===== src/rtl/mbd_pkg.sv =====
`default_nettype none

package mbd_pkg;

    // Number of buttons handled in one poll.
    localparam int BUTTONS    = 6;
    // Width of the raw level field; buttons beyond it read as low.
    localparam int LEVEL_BITS = 6;
    localparam int NOW_W      = 32;
    localparam int DEB_W      = 16;
    localparam int EVENT_W    = 3;

    localparam logic [DEB_W-1:0]   DEB_RESET = DEB_W'(50);
    localparam logic [EVENT_W-1:0] EVT_IDLE  = '0;

    // Verdict of one button for the current poll.
    typedef struct packed {
        logic changed;
        logic press;
        logic release_ok;
    } lane_stat_t;

endpackage

`default_nettype wire


===== src/rtl/mbd_lane.sv =====
`default_nettype none

module mbd_lane
    import mbd_pkg::*;
(
    input  wire logic             lvl,
    input  wire logic             last_level,
    input  wire logic             is_pressed,
    input  wire logic [NOW_W-1:0] change_stamp,
    input  wire logic [NOW_W-1:0] now_ms,
    input  wire logic [DEB_W-1:0] debounce_ms,
    output lane_stat_t            stat
);

    logic [NOW_W-1:0] elapsed;
    logic             stable_long;

    // A level change restamps the button; the level comparison below ensures
    // that only an unchanged level can ever pass the threshold.
    assign elapsed     = now_ms - change_stamp;
    assign stable_long = (lvl == last_level) &&
                         (elapsed > {{(NOW_W-DEB_W){1'b0}}, debounce_ms});

    assign stat.changed    = (lvl != last_level);
    assign stat.press      = stable_long && !is_pressed && !lvl;
    assign stat.release_ok = stable_long && is_pressed && lvl;

endmodule

`default_nettype wire


===== src/rtl/multi_button_debounce_press_detect_core.sv =====
`default_nettype none

// Debounce and press detection for a bank of active-low buttons.
//
// Each input transaction on the s_ channel is one poll: the current wrapping
// millisecond time (s_now_ms) and the raw pin levels (s_levels). Every poll
// produces exactly one result transaction on the m_ channel: m_event_res is
// zero when nothing new happened, or button index plus one for the first
// button whose press became stable in this poll.
//
// The debounce threshold is written through the cfg_ channel (cfg_wdata);
// cfg_ready is always high. Write it only while no poll is in flight.
//
// The poll is captured in an input register, evaluated by one pass of
// per-button comparators and a priority chain, and the event lands in an
// output register, which drives m_valid. Throughput is one poll per cycle
// while the receiver keeps m_ready high. When the receiver stalls, the
// output register holds and the input register still absorbs one more
// poll before s_ready drops.
// Synchronous active-low reset releases all buttons, clears the timestamps,
// empties both registers and restores the threshold to 50 ms.

module multi_button_debounce_press_detect_core
    import mbd_pkg::*;
(
    input  wire logic                  aclk,
    input  wire logic                  aresetn,
    input  wire logic                  s_valid,
    output logic                       s_ready,
    input  wire logic [NOW_W-1:0]      s_now_ms,
    input  wire logic [LEVEL_BITS-1:0] s_levels,
    output logic                       m_valid,
    input  wire logic                  m_ready,
    output logic [EVENT_W-1:0]         m_event_res,
    input  wire logic                  cfg_valid,
    output logic                       cfg_ready,
    input  wire logic [DEB_W-1:0]      cfg_wdata
);

    // Configuration.
    logic [DEB_W-1:0] deb_reg;

    // Input register stage.
    logic                  in_valid_reg;
    logic [NOW_W-1:0]      now_reg;
    logic [LEVEL_BITS-1:0] levels_reg;

    // Output register stage.
    logic               out_valid_reg;
    logic [EVENT_W-1:0] event_reg;
    logic [EVENT_W-1:0] event_next;

    // Per-button state.
    logic [BUTTONS-1:0] last_reg,    last_next;
    logic [BUTTONS-1:0] pressed_reg, pressed_next;
    logic [NOW_W-1:0]   stamp_reg  [BUTTONS];
    logic [NOW_W-1:0]   stamp_next [BUTTONS];

    logic [BUTTONS-1:0] lvl_vec;
    lane_stat_t         stat [BUTTONS];

    logic advance;
    logic fire;

    // The output register can take a new event when it is empty or being
    // drained; the input register can refill when it is empty or under the same condition.
    assign advance   = !out_valid_reg || m_ready;
    assign fire      = in_valid_reg && advance;
    assign s_ready   = !in_valid_reg || advance;
    assign cfg_ready = 1'b1;

    assign m_valid     = out_valid_reg;
    assign m_event_res = event_reg;

    // One comparator lane per button. Buttons beyond the level field see a
    // constant low level.
    for (genvar g = 0; g < BUTTONS; g++) begin : g_lane
        if (g < LEVEL_BITS) begin : g_pin
            assign lvl_vec[g] = levels_reg[g];
        end else begin : g_low
            assign lvl_vec[g] = 1'b0;
        end

        mbd_lane u_lane (
            .lvl          (lvl_vec[g]),
            .last_level   (last_reg[g]),
            .is_pressed   (pressed_reg[g]),
            .change_stamp (stamp_reg[g]),
            .now_ms       (now_reg),
            .debounce_ms  (deb_reg),
            .stat         (stat[g])
        );
    end

    // Priority chain: buttons are visited in index order, and the first new
    // press freezes every higher-indexed button for this poll.
    always_comb begin
        logic hit;
        hit          = 1'b0;
        event_next   = EVT_IDLE;
        last_next    = last_reg;
        pressed_next = pressed_reg;
        for (int i = 0; i < BUTTONS; i++) begin
            stamp_next[i] = stamp_reg[i];
            if (!hit) begin
                if (stat[i].changed) begin
                    stamp_next[i] = now_reg;
                end
                if (stat[i].press) begin
                    pressed_next[i] = 1'b1;
                    hit             = 1'b1;
                    event_next      = EVENT_W'(i + 1);
                end else if (stat[i].release_ok) begin
                    pressed_next[i] = 1'b0;
                end
                last_next[i] = lvl_vec[i];
            end
        end
    end

    always_ff @(posedge aclk) begin
        if (!aresetn) begin
            deb_reg       <= DEB_RESET;
            in_valid_reg  <= 1'b0;
            out_valid_reg <= 1'b0;
            last_reg      <= '1;
            pressed_reg   <= '0;
            for (int i = 0; i < BUTTONS; i++) begin
                stamp_reg[i] <= '0;
            end
        end else begin
            if (cfg_valid && cfg_ready) begin
                deb_reg <= cfg_wdata;
            end
            if (s_valid && s_ready) begin
                in_valid_reg <= 1'b1;
            end else if (fire) begin
                in_valid_reg <= 1'b0;
            end
            if (fire) begin
                out_valid_reg <= 1'b1;
                last_reg      <= last_next;
                pressed_reg   <= pressed_next;
                for (int i = 0; i < BUTTONS; i++) begin
                    stamp_reg[i] <= stamp_next[i];
                end
            end else if (m_ready) begin
                out_valid_reg <= 1'b0;
            end
        end
    end

    // Payload registers carry no reset.
    always_ff @(posedge aclk) begin
        if (s_valid && s_ready) begin
            now_reg    <= s_now_ms;
            levels_reg <= s_levels;
        end
        if (fire) begin
            event_reg <= event_next;
        end
    end

    // A poll that is evaluated always leaves a result in the output register.
    a_fire_result: assert property (@(posedge aclk) disable iff (!aresetn)
        fire |=> (out_valid_reg && event_reg == $past(event_next)))
        else $error("evaluated poll did not produce its result");

    // At most one button can become pressed in one poll.
    a_one_press: assert property (@(posedge aclk) disable iff (!aresetn)
        ##1 ($countones(pressed_reg & ~$past(pressed_reg)) <= 1))
        else $error("more than one new press in one poll");

    // A new press is always reported with a nonzero event.
    a_press_event: assert property (@(posedge aclk) disable iff (!aresetn)
        (fire && ((pressed_next & ~pressed_reg) != '0)) |-> (event_next != EVT_IDLE))
        else $error("new press without an event code");

    // A stalled poll in the input register is not dropped.
    a_hold_input: assert property (@(posedge aclk) disable iff (!aresetn)
        (in_valid_reg && !advance) |=> in_valid_reg)
        else $error("stalled poll was lost");

endmodule

`default_nettype wire

===== config.mk =====
export PLATFORM = sky130hd
export DESIGN_NAME = multi_button_debounce_press_detect_core
export DESIGN_NICKNAME = d
export VERILOG_FILES = /design/src/rtl/mbd_pkg.sv /design/src/rtl/mbd_lane.sv /design/src/rtl/multi_button_debounce_press_detect_core.sv
export SDC_FILE = /design/constraint.sdc
export NUM_CORES = 1
export LEC_CHECK = 0
export BUFFER_PORTS_ARGS = -buffer_cell sky130_fd_sc_hd__buf_2
export CORE_MARGIN = 5
export CORE_UTILIZATION = 65
export DETAILED_ROUTE_END_ITERATION = 12
export PLACE_DENSITY = 0.83
export SLEW_MARGIN = 10
export SYNTH_ARGS = -nofsm -noshare
export SYNTH_HDL_FRONTEND = slang
export SYNTH_SLANG_ARGS = --single-unit

===== constraint.sdc =====
create_clock -name aclk -period 17.8 [get_ports aclk]
set_clock_uncertainty 0.2 [all_clocks]
set_input_delay 3.56 -clock aclk [delete_from_list [all_inputs] [get_ports aclk]]
set_output_delay 3.56 -clock aclk [all_outputs]
set_load 0.01 [all_outputs]

==> impl_metrics.yaml, run 1 <==
sta:
  fin_crit_sh: 0.4449
  rsz_0062_raised_after_global_routing: "false"
  finalCriticalPeriod_ns: 7.920
  max_slew.worst_pin.slew_ns: 1.076
  report.final.hold_viol_count: 0
  slew-limit-headroom: 0.2760
  timing.final.max_slew_violations: 0
  report.final.setup_viol: 0
  finalSetupTns_ns: 0
  achievable-frequency_mhz: 126.3
power_and_ir_drop:
  power_report.internal_total_mw: 1.352
  switching_share_of_power: 0.3679
  ir_worst_vdd_mv: 0.08650
  power_per_cell_area_nw_per_um2: 86.72
  share_seq_of_total_power: 0.349
  cellLeakagePower_nw: 10.42
  power.net_switching_uw: 786.7
  p_clk_frac: 0.282
  pwr-share-comb: 0.369
finish:
  finish.instance_area_um2: 24660
  drive_gt1_frac: 0.06219
  finish.cell_count_without_fillers: 3092
  syn_to_final_growth_pct: 7.208
  largest_register_ff_count: 192
  finish.net_count: 2961
  insertedDiodeCount: 0
drt:
  overall_via_count_from_detail_route: 21290
  route.detailed.vias_per_inst: 6.886
  drc: 0
  wl_met3_mm: 6.440
  detail_route.wirelength.met1_mm: 27.64
  ant_nets: 0
  detailedRoute.firstPassIterationCount: 6
  dr.max_layer_used: "met4"
  wirelength_mm: 70.95
  drt_iter0_markers: 2160
  met2RoutedLength_mm: 33.11
  drt-wirelength-per-cell_um: 22.95
clock_tree:
  postCtsHoldBufs: 0
  tritoncts_num_sinks: 263
  cts-root-to-sink-buffers: 3
  cts-resized-gates: 0
  cts_max_level: 1
  tritoncts: "done"
  clock_insertion_delay_worst_skew_ns: 0.60
  post_cts_buffers: 0
  clk_transition_reported_paths_ns: 0.06
  numCtsBuffers: 31
  clk_root_buffer_cell: "clkbuf_16"
global_route:
  vias_in_the_first_global_route: 20620
  antenna_found_initial: 0
  sum_of_overflow_across_all_layers_after_global_routing: 0
  grt_first_pass_wirelength_mm: 108.9
  grt_max_degree: 69
  groute.usage.overall: 0.3484
synth:
  synth.most_common_cell: "ha_1"
  yosysTopAreaCellShare: 0.3042
  ys_seq_elements: 263
  ys.warnings.count: 0
  synth_xor_area_frac: 0.05255
  postSynthNetCount: 2931
  muxShareOfSynthArea: 0.01142
  ys_async_sr_fraction: 0
  arithmetic_cell_share_of_the_synthesized_area_counting_full_adders_half_adders_and_majority_gates: 0.1586
  synth_compound_area_frac: 0.2287
  synthCells: 2584
  synth_sequential_area_ratio: 0.3303
  synthesis.area_per_instance_um2: 8.901
  synth.distinct_cells: 91
  synth_enable_flop_cells: 233
  ys_dominant_reg_cell: "edfxtp_1"
  synthesis.area_um2: 23000
  synth_top_cells_by_count: "ha_1, inv_1, a21oi_1, edfxtp_1, nand2_1"
  synth_top_family_by_area: "compound AO/OA/AOI/OAI gates"
  synth_area_leader_cell: "edfxtp_1"
  simple_gate_fraction_of_synth_area: 0.1628
  synth_area_leaders: "edfxtp_1, ha_1, a21oi_1"
setup_path:
  reg2reg_setup_slack_ns: 10.28
  worst_setup_path_end_kind: "primary output"
  critical_path_arrival_ns: 4.16
  rr_startpoint: "now_reg[4]"
  cpMaxStageDelayCell: "nor2b_1"
  critical_path.cell_chain: "buf_2 > nor2b_1 > nand2_1 > buf_2"
  critPathLaunchType: "primary input"
  worstPathMaxFanout: 4
  timing.critical_path.from: "m_ready"
  worstPathRequired_ns: 14.04
  critical_path.max_stage_delay_ns: 0.24
  path_class: "in2out"
  most_common_cell_on_crit_path: "buf_2"
run:
  timing.max_cap.violations: 0
run_status:
  run_status: "complete, no violations"
worst_hold_path:
  hold_path.startpoint: "pressed_reg[1]"
  hp_class: "reg2reg"
die:
  fp.dieArea_um2: 39250
  ios: 65
  dieWidth_um: 198.1
  core.rowCount: 68
  start_util: 0.6626
  core-area_um2: 34710
  dieHeight_um: 198.1
placed_design:
  postPlaceCellArea_um2: 23720
  buffer_ports.inserted: 63
  dp_cells: 3036
  globalplace.congestion: 1.036
  place.detailed.hpwl_mm: 55.24
[per-layer routing]
| layer | GRT usage | vias to the layer above |
|---|---|---|
| li1 | - | 9715 |
| met1 | 0.4506 | 10140 |
| met2 | 0.5865 | 1178 |
| met3 | 0.04900 | 257 |
| met4 | 0.1512 | 0 |
| met5 | 0 | - |
[power by group through the flow]
stage	sequential (mW)	combinational (mW)	clock [mW]
6_report	0.747	0.789	0.602
3_5_place_dp	0.757	0.760	0
5_1_grt	0.749	0.860	0.631
2_1_floorplan	0.746	0.566	0
4_1_cts	0.745	0.767	0.605
3_3_place_gp	0.755	0.732	0
[path summary, 6_finish.rpt]
check,end,depth (start not counted)
setup reg to reg,stamp_reg[5][1],22
hold / removal,pressed_reg[1],2
setup / recovery,s_ready,4
hold reg to reg,pressed_reg[1],2
[cell type report]
class / count / area, um^2
inverter: 257 / 964.7
multi-input combinational: 1984 / 14160
clock buffer: 35 / 790.8
sequential: 263 / 7597
fill: 2633 / 10050
timing repair buffer: 77 / 420.4
clock inverter: 21 / 152.6
tap: 455 / 569.3
[worst max-delay path: cells and delay by family]
kind / cells / cell delay (ns)
buffers and inverters: 2 / 0.25
AND/OR/NAND/NOR: 2 / 0.35
[kinds of logic (layout without fill, tap and decap cells)]
kind of cell	Yosys count	count (layout)
AOI/OAI and AO/OA	794	794
and+or+nand+nor	737	737
buffers and inverters	337	390
adders and majority gates	288	288
DFF	263	263
xor gates and xnor gates	138	138
muxes	26	26
other	1	1
[placed cells by master (no fill, tap or decap), drive strengths merged, types with 65 or more instances in the layout]
cell    count
ha        282
inv       258
a21oi     234
edfxtp    233
nand2     185
nor2      154
o21ai     138
a21o       90
and3       84
xnor2      78
buf        77
nand4      65
[per-stage QoR]
stage / setup slack [ns] / hold slack [ns] / utilization / power (mW)
floorplan: 9.959 / 0.2559 / - / 1.312
global placement: 9.950 / 0.2724 / 0.6832 / 1.487
detailed placement: 9.886 / 0.2840 / 0.6832 / 1.517
CTS: 9.885 / 0.2920 / 0.7104 / 2.116
global route: 9.795 / 0.3215 / 0.7104 / 2.240
finish: 9.880 / 0.2931 / 0.7104 / 2.138
(Power assumes the default switching activity.)
==> inputs of run 2 (changes only) <==
--- a/config.mk
+++ b/config.mk
@@ -7,9 +7,9 @@
 export LEC_CHECK = 0
 export BUFFER_PORTS_ARGS = -buffer_cell sky130_fd_sc_hd__buf_2
 export CORE_MARGIN = 5
-export CORE_UTILIZATION = 65
+export CORE_UTILIZATION = 58
 export DETAILED_ROUTE_END_ITERATION = 12
-export PLACE_DENSITY = 0.83
+export PLACE_DENSITY = 0.78
 export SLEW_MARGIN = 10
 export SYNTH_ARGS = -nofsm -noshare
 export SYNTH_HDL_FRONTEND = slang
==> constraint.sdc (replaced) <==
create_clock -name aclk -period 7 [get_ports aclk]
set_clock_uncertainty 0.2 [all_clocks]
set_input_delay 1.4 -clock aclk [delete_from_list [all_inputs] [get_ports aclk]]
set_output_delay 1.4 -clock aclk [all_outputs]
set_load 0.01 [all_outputs]
==> impl_metrics.yaml, run 2 (synthesis gave the netlist of run 1 again) <==
finish:
  finish.instance_area_um2: 25160
  mostFrequentLayoutCell: "ha_1"
  largest_register_ff_count: 192
  fillers: 3315
  finish.net_count: 2986
  syn_to_final_growth_pct: 9.373
  layout.cells.most_common_list: "ha_1, inv_1, edfxtp_1, a21oi_1, nand2_1"
  drive_gt1_frac: 0.07355
worst_hold_path:
  hp_class: "reg2reg"
  hold_path.startpoint: "deb_reg[14]"
sta:
  finalCriticalPeriod_ns: 6.674
  report.final.setup_viol: 0
  fin_crit_sh: 0.9535
  finalSetupTns_ns: 0
  max_slew.worst_pin.slew_ns: 1.176
  achievable-frequency_mhz: 149.8
  rsz_0062_raised_after_global_routing: "false"
  report.final.hold_viol_count: 0
  timing.final.max_slew_violations: 0
  slew-limit-headroom: 0.2132
setup_path:
  critical_path.cell_chain: "inv_2 > ha_1 > inv_1 > fa_1 > a21o_1 > a221o_1 > a221o_1 > a21oi_1 > xnor2_1 > ha_1 > nand4_1 > nor3_1 > a21oi_1 > or3_1 > nor4_1 > nand4_1 > nor4_4 > nor2_2 > or3_1 > or3_1 > o21ai_2 > buf_12"
  worst_setup_path_end_kind: "flop"
  worstPathRequired_ns: 7.05
  rr_startpoint: "now_reg[0]"
  timing.critical_path.buf_inv: 3
  critPathLaunchType: "flop"
  cpMaxStageDelayCell: "nor4_4"
  cp_top_family: "simple AND/OR/NAND/NOR gates"
  critical_path.max_stage_delay_ns: 0.44
  most_common_cell_on_crit_path: "or3_1"
  critical_path_arrival_ns: 6.72
  path_class: "reg2reg"
  timing.critical_path.from: "now_reg[0]"
  worstPathMaxFanout: 32
drt:
  wirelength_mm: 72.85
  ant_nets: 0
  drt-wirelength-per-cell_um: 22.83
  route.detailed.vias_per_inst: 6.504
  detailedRoute.firstPassIterationCount: 6
  drt_iter0_markers: 2094
  drc: 0
  overall_via_count_from_detail_route: 20750
die:
  core-area_um2: 39460
  dieHeight_um: 209.1
  dieWidth_um: 209.1
  core.rowCount: 73
  fp.dieArea_um2: 43740
  start_util: 0.5829
  ios: 65
global_route:
  groute.usage.overall: 0.3200
  grt_first_pass_wirelength_mm: 110.9
  grt_max_degree: 79
  sum_of_overflow_across_all_layers_after_global_routing: 0
  vias_in_the_first_global_route: 20200
  antenna_found_initial: 2
power_and_ir_drop:
  share_seq_of_total_power: 0.332
  cellLeakagePower_nw: 10.62
  ir_worst_vdd_mv: 0.2051
  p_clk_frac: 0.309
  power.net_switching_mw: 2.047
  pwr-share-comb: 0.359
  power_report.internal_total_mw: 3.628
  switching_share_of_power: 0.3607
  power_per_cell_area_nw_per_um2: 225.6
clock_tree:
  cts_max_level: 2
  clock_insertion_delay_worst_skew_ns: 0.57
  numCtsBuffers: 34
  cts-root-to-sink-buffers: 3
  clk_root_buffer_cell: "clkbuf_16"
  tritoncts: "done"
  tritoncts_num_sinks: 263
  clk_transition_reported_paths_ns: 0.06
  postCtsHoldBufs: 0
placed_design:
  globalplace.congestion: 0.9674
  place.detailed.hpwl_mm: 57.85
  postPlaceCellArea_um2: 23980
  buffer_ports.inserted: 63
run:
  timing.max_cap.violations: 0
run_status:
  run_status: "complete, no violations"
## run 2: through the flow
| stage | utilization | setup slack (ns) | power [mW] | instances | hold slack [ns] |
|---|---|---|---|---|---|
| after floorplan | - | 0.1448 | 3.336 | 2584 | 0.2559 |
| after global placement | 0.6076 | 0.3154 | 3.836 | 3124 | 0.2666 |
| after detailed placement | 0.6076 | 0.04056 | 3.886 | 3124 | 0.2749 |
| after CTS | 0.6363 | 0.1730 | 5.646 | 3186 | 0.2842 |
| after global routing | 0.6375 | 0.04736 | 5.970 | 3190 | 0.3352 |
| final | 0.6376 | 0.3257 | 5.676 | 3191 | 0.2993 |
## run 2: worst paths after layout
path,cells past startpoint,end,slack [ns]
max,22,stamp_reg[5][0],0.33
min,2,deb_reg[14],0.30
max reg2reg,22,stamp_reg[5][0],0.33
min reg2reg,2,deb_reg[14],0.30
## run 2: per-layer routing
layer / GRT usage / vias to the layer above / part of all wire
li1: - / 9753 / -
met1: 0.4193 / 9981 / 0.42
met2: 0.5373 / 839 / 0.47
met3: 0.04459 / 176 / 0.069
met4: 0.1267 / 4 / 0.041
met5: 0 / - / 0.00032
## run 2: repair_timing
item | CTS | global route
setup endpoints to repair | 29 | 132
resized for setup | 1 | 4
setup buffers | 0 | 4
pin swaps | 0 | 0
## run 2: cell type report
type	count	area [um^2]	area share
Antenna cell	1	2.502	0.00009947
Multi-Input combinational cell	1984	14190	0.5640
Timing Repair Buffer	99	623.1	0.02477
Tap cell	525	656.9	0.02611
Inverter	257	964.7	0.03835
Sequential cell	263	7597	0.3020
Clock inverter	23	254.0	0.01010
Clock buffer	39	869.6	0.03457
## run 2: power groups by stage
stage          clock [mW]  combinational [mW]  sequential [mW]
6_report             1.75                2.03             1.89
3_5_place_dp            0                1.97             1.92
5_1_grt              1.84                2.23             1.89
2_1_floorplan           0                1.44             1.89
3_3_place_gp            0                1.92             1.91
4_1_cts              1.78                1.98             1.89
## run 2: worst register-to-register path, delay by kind of cell, from the launching register on
| family | cells | cell delay, ns |
|---|---|---|
| AO/OA/AOI/OAI | 6 | 1.57 |
| XOR/XNOR | 1 | 0.10 |
| adder cells (fa/ha/maj) | 3 | 0.94 |
| buffers and inverters | 3 | 0.46 |
| flip-flops | 1 | 0.37 |
| AND/OR/NAND/NOR | 9 | 2.67 |
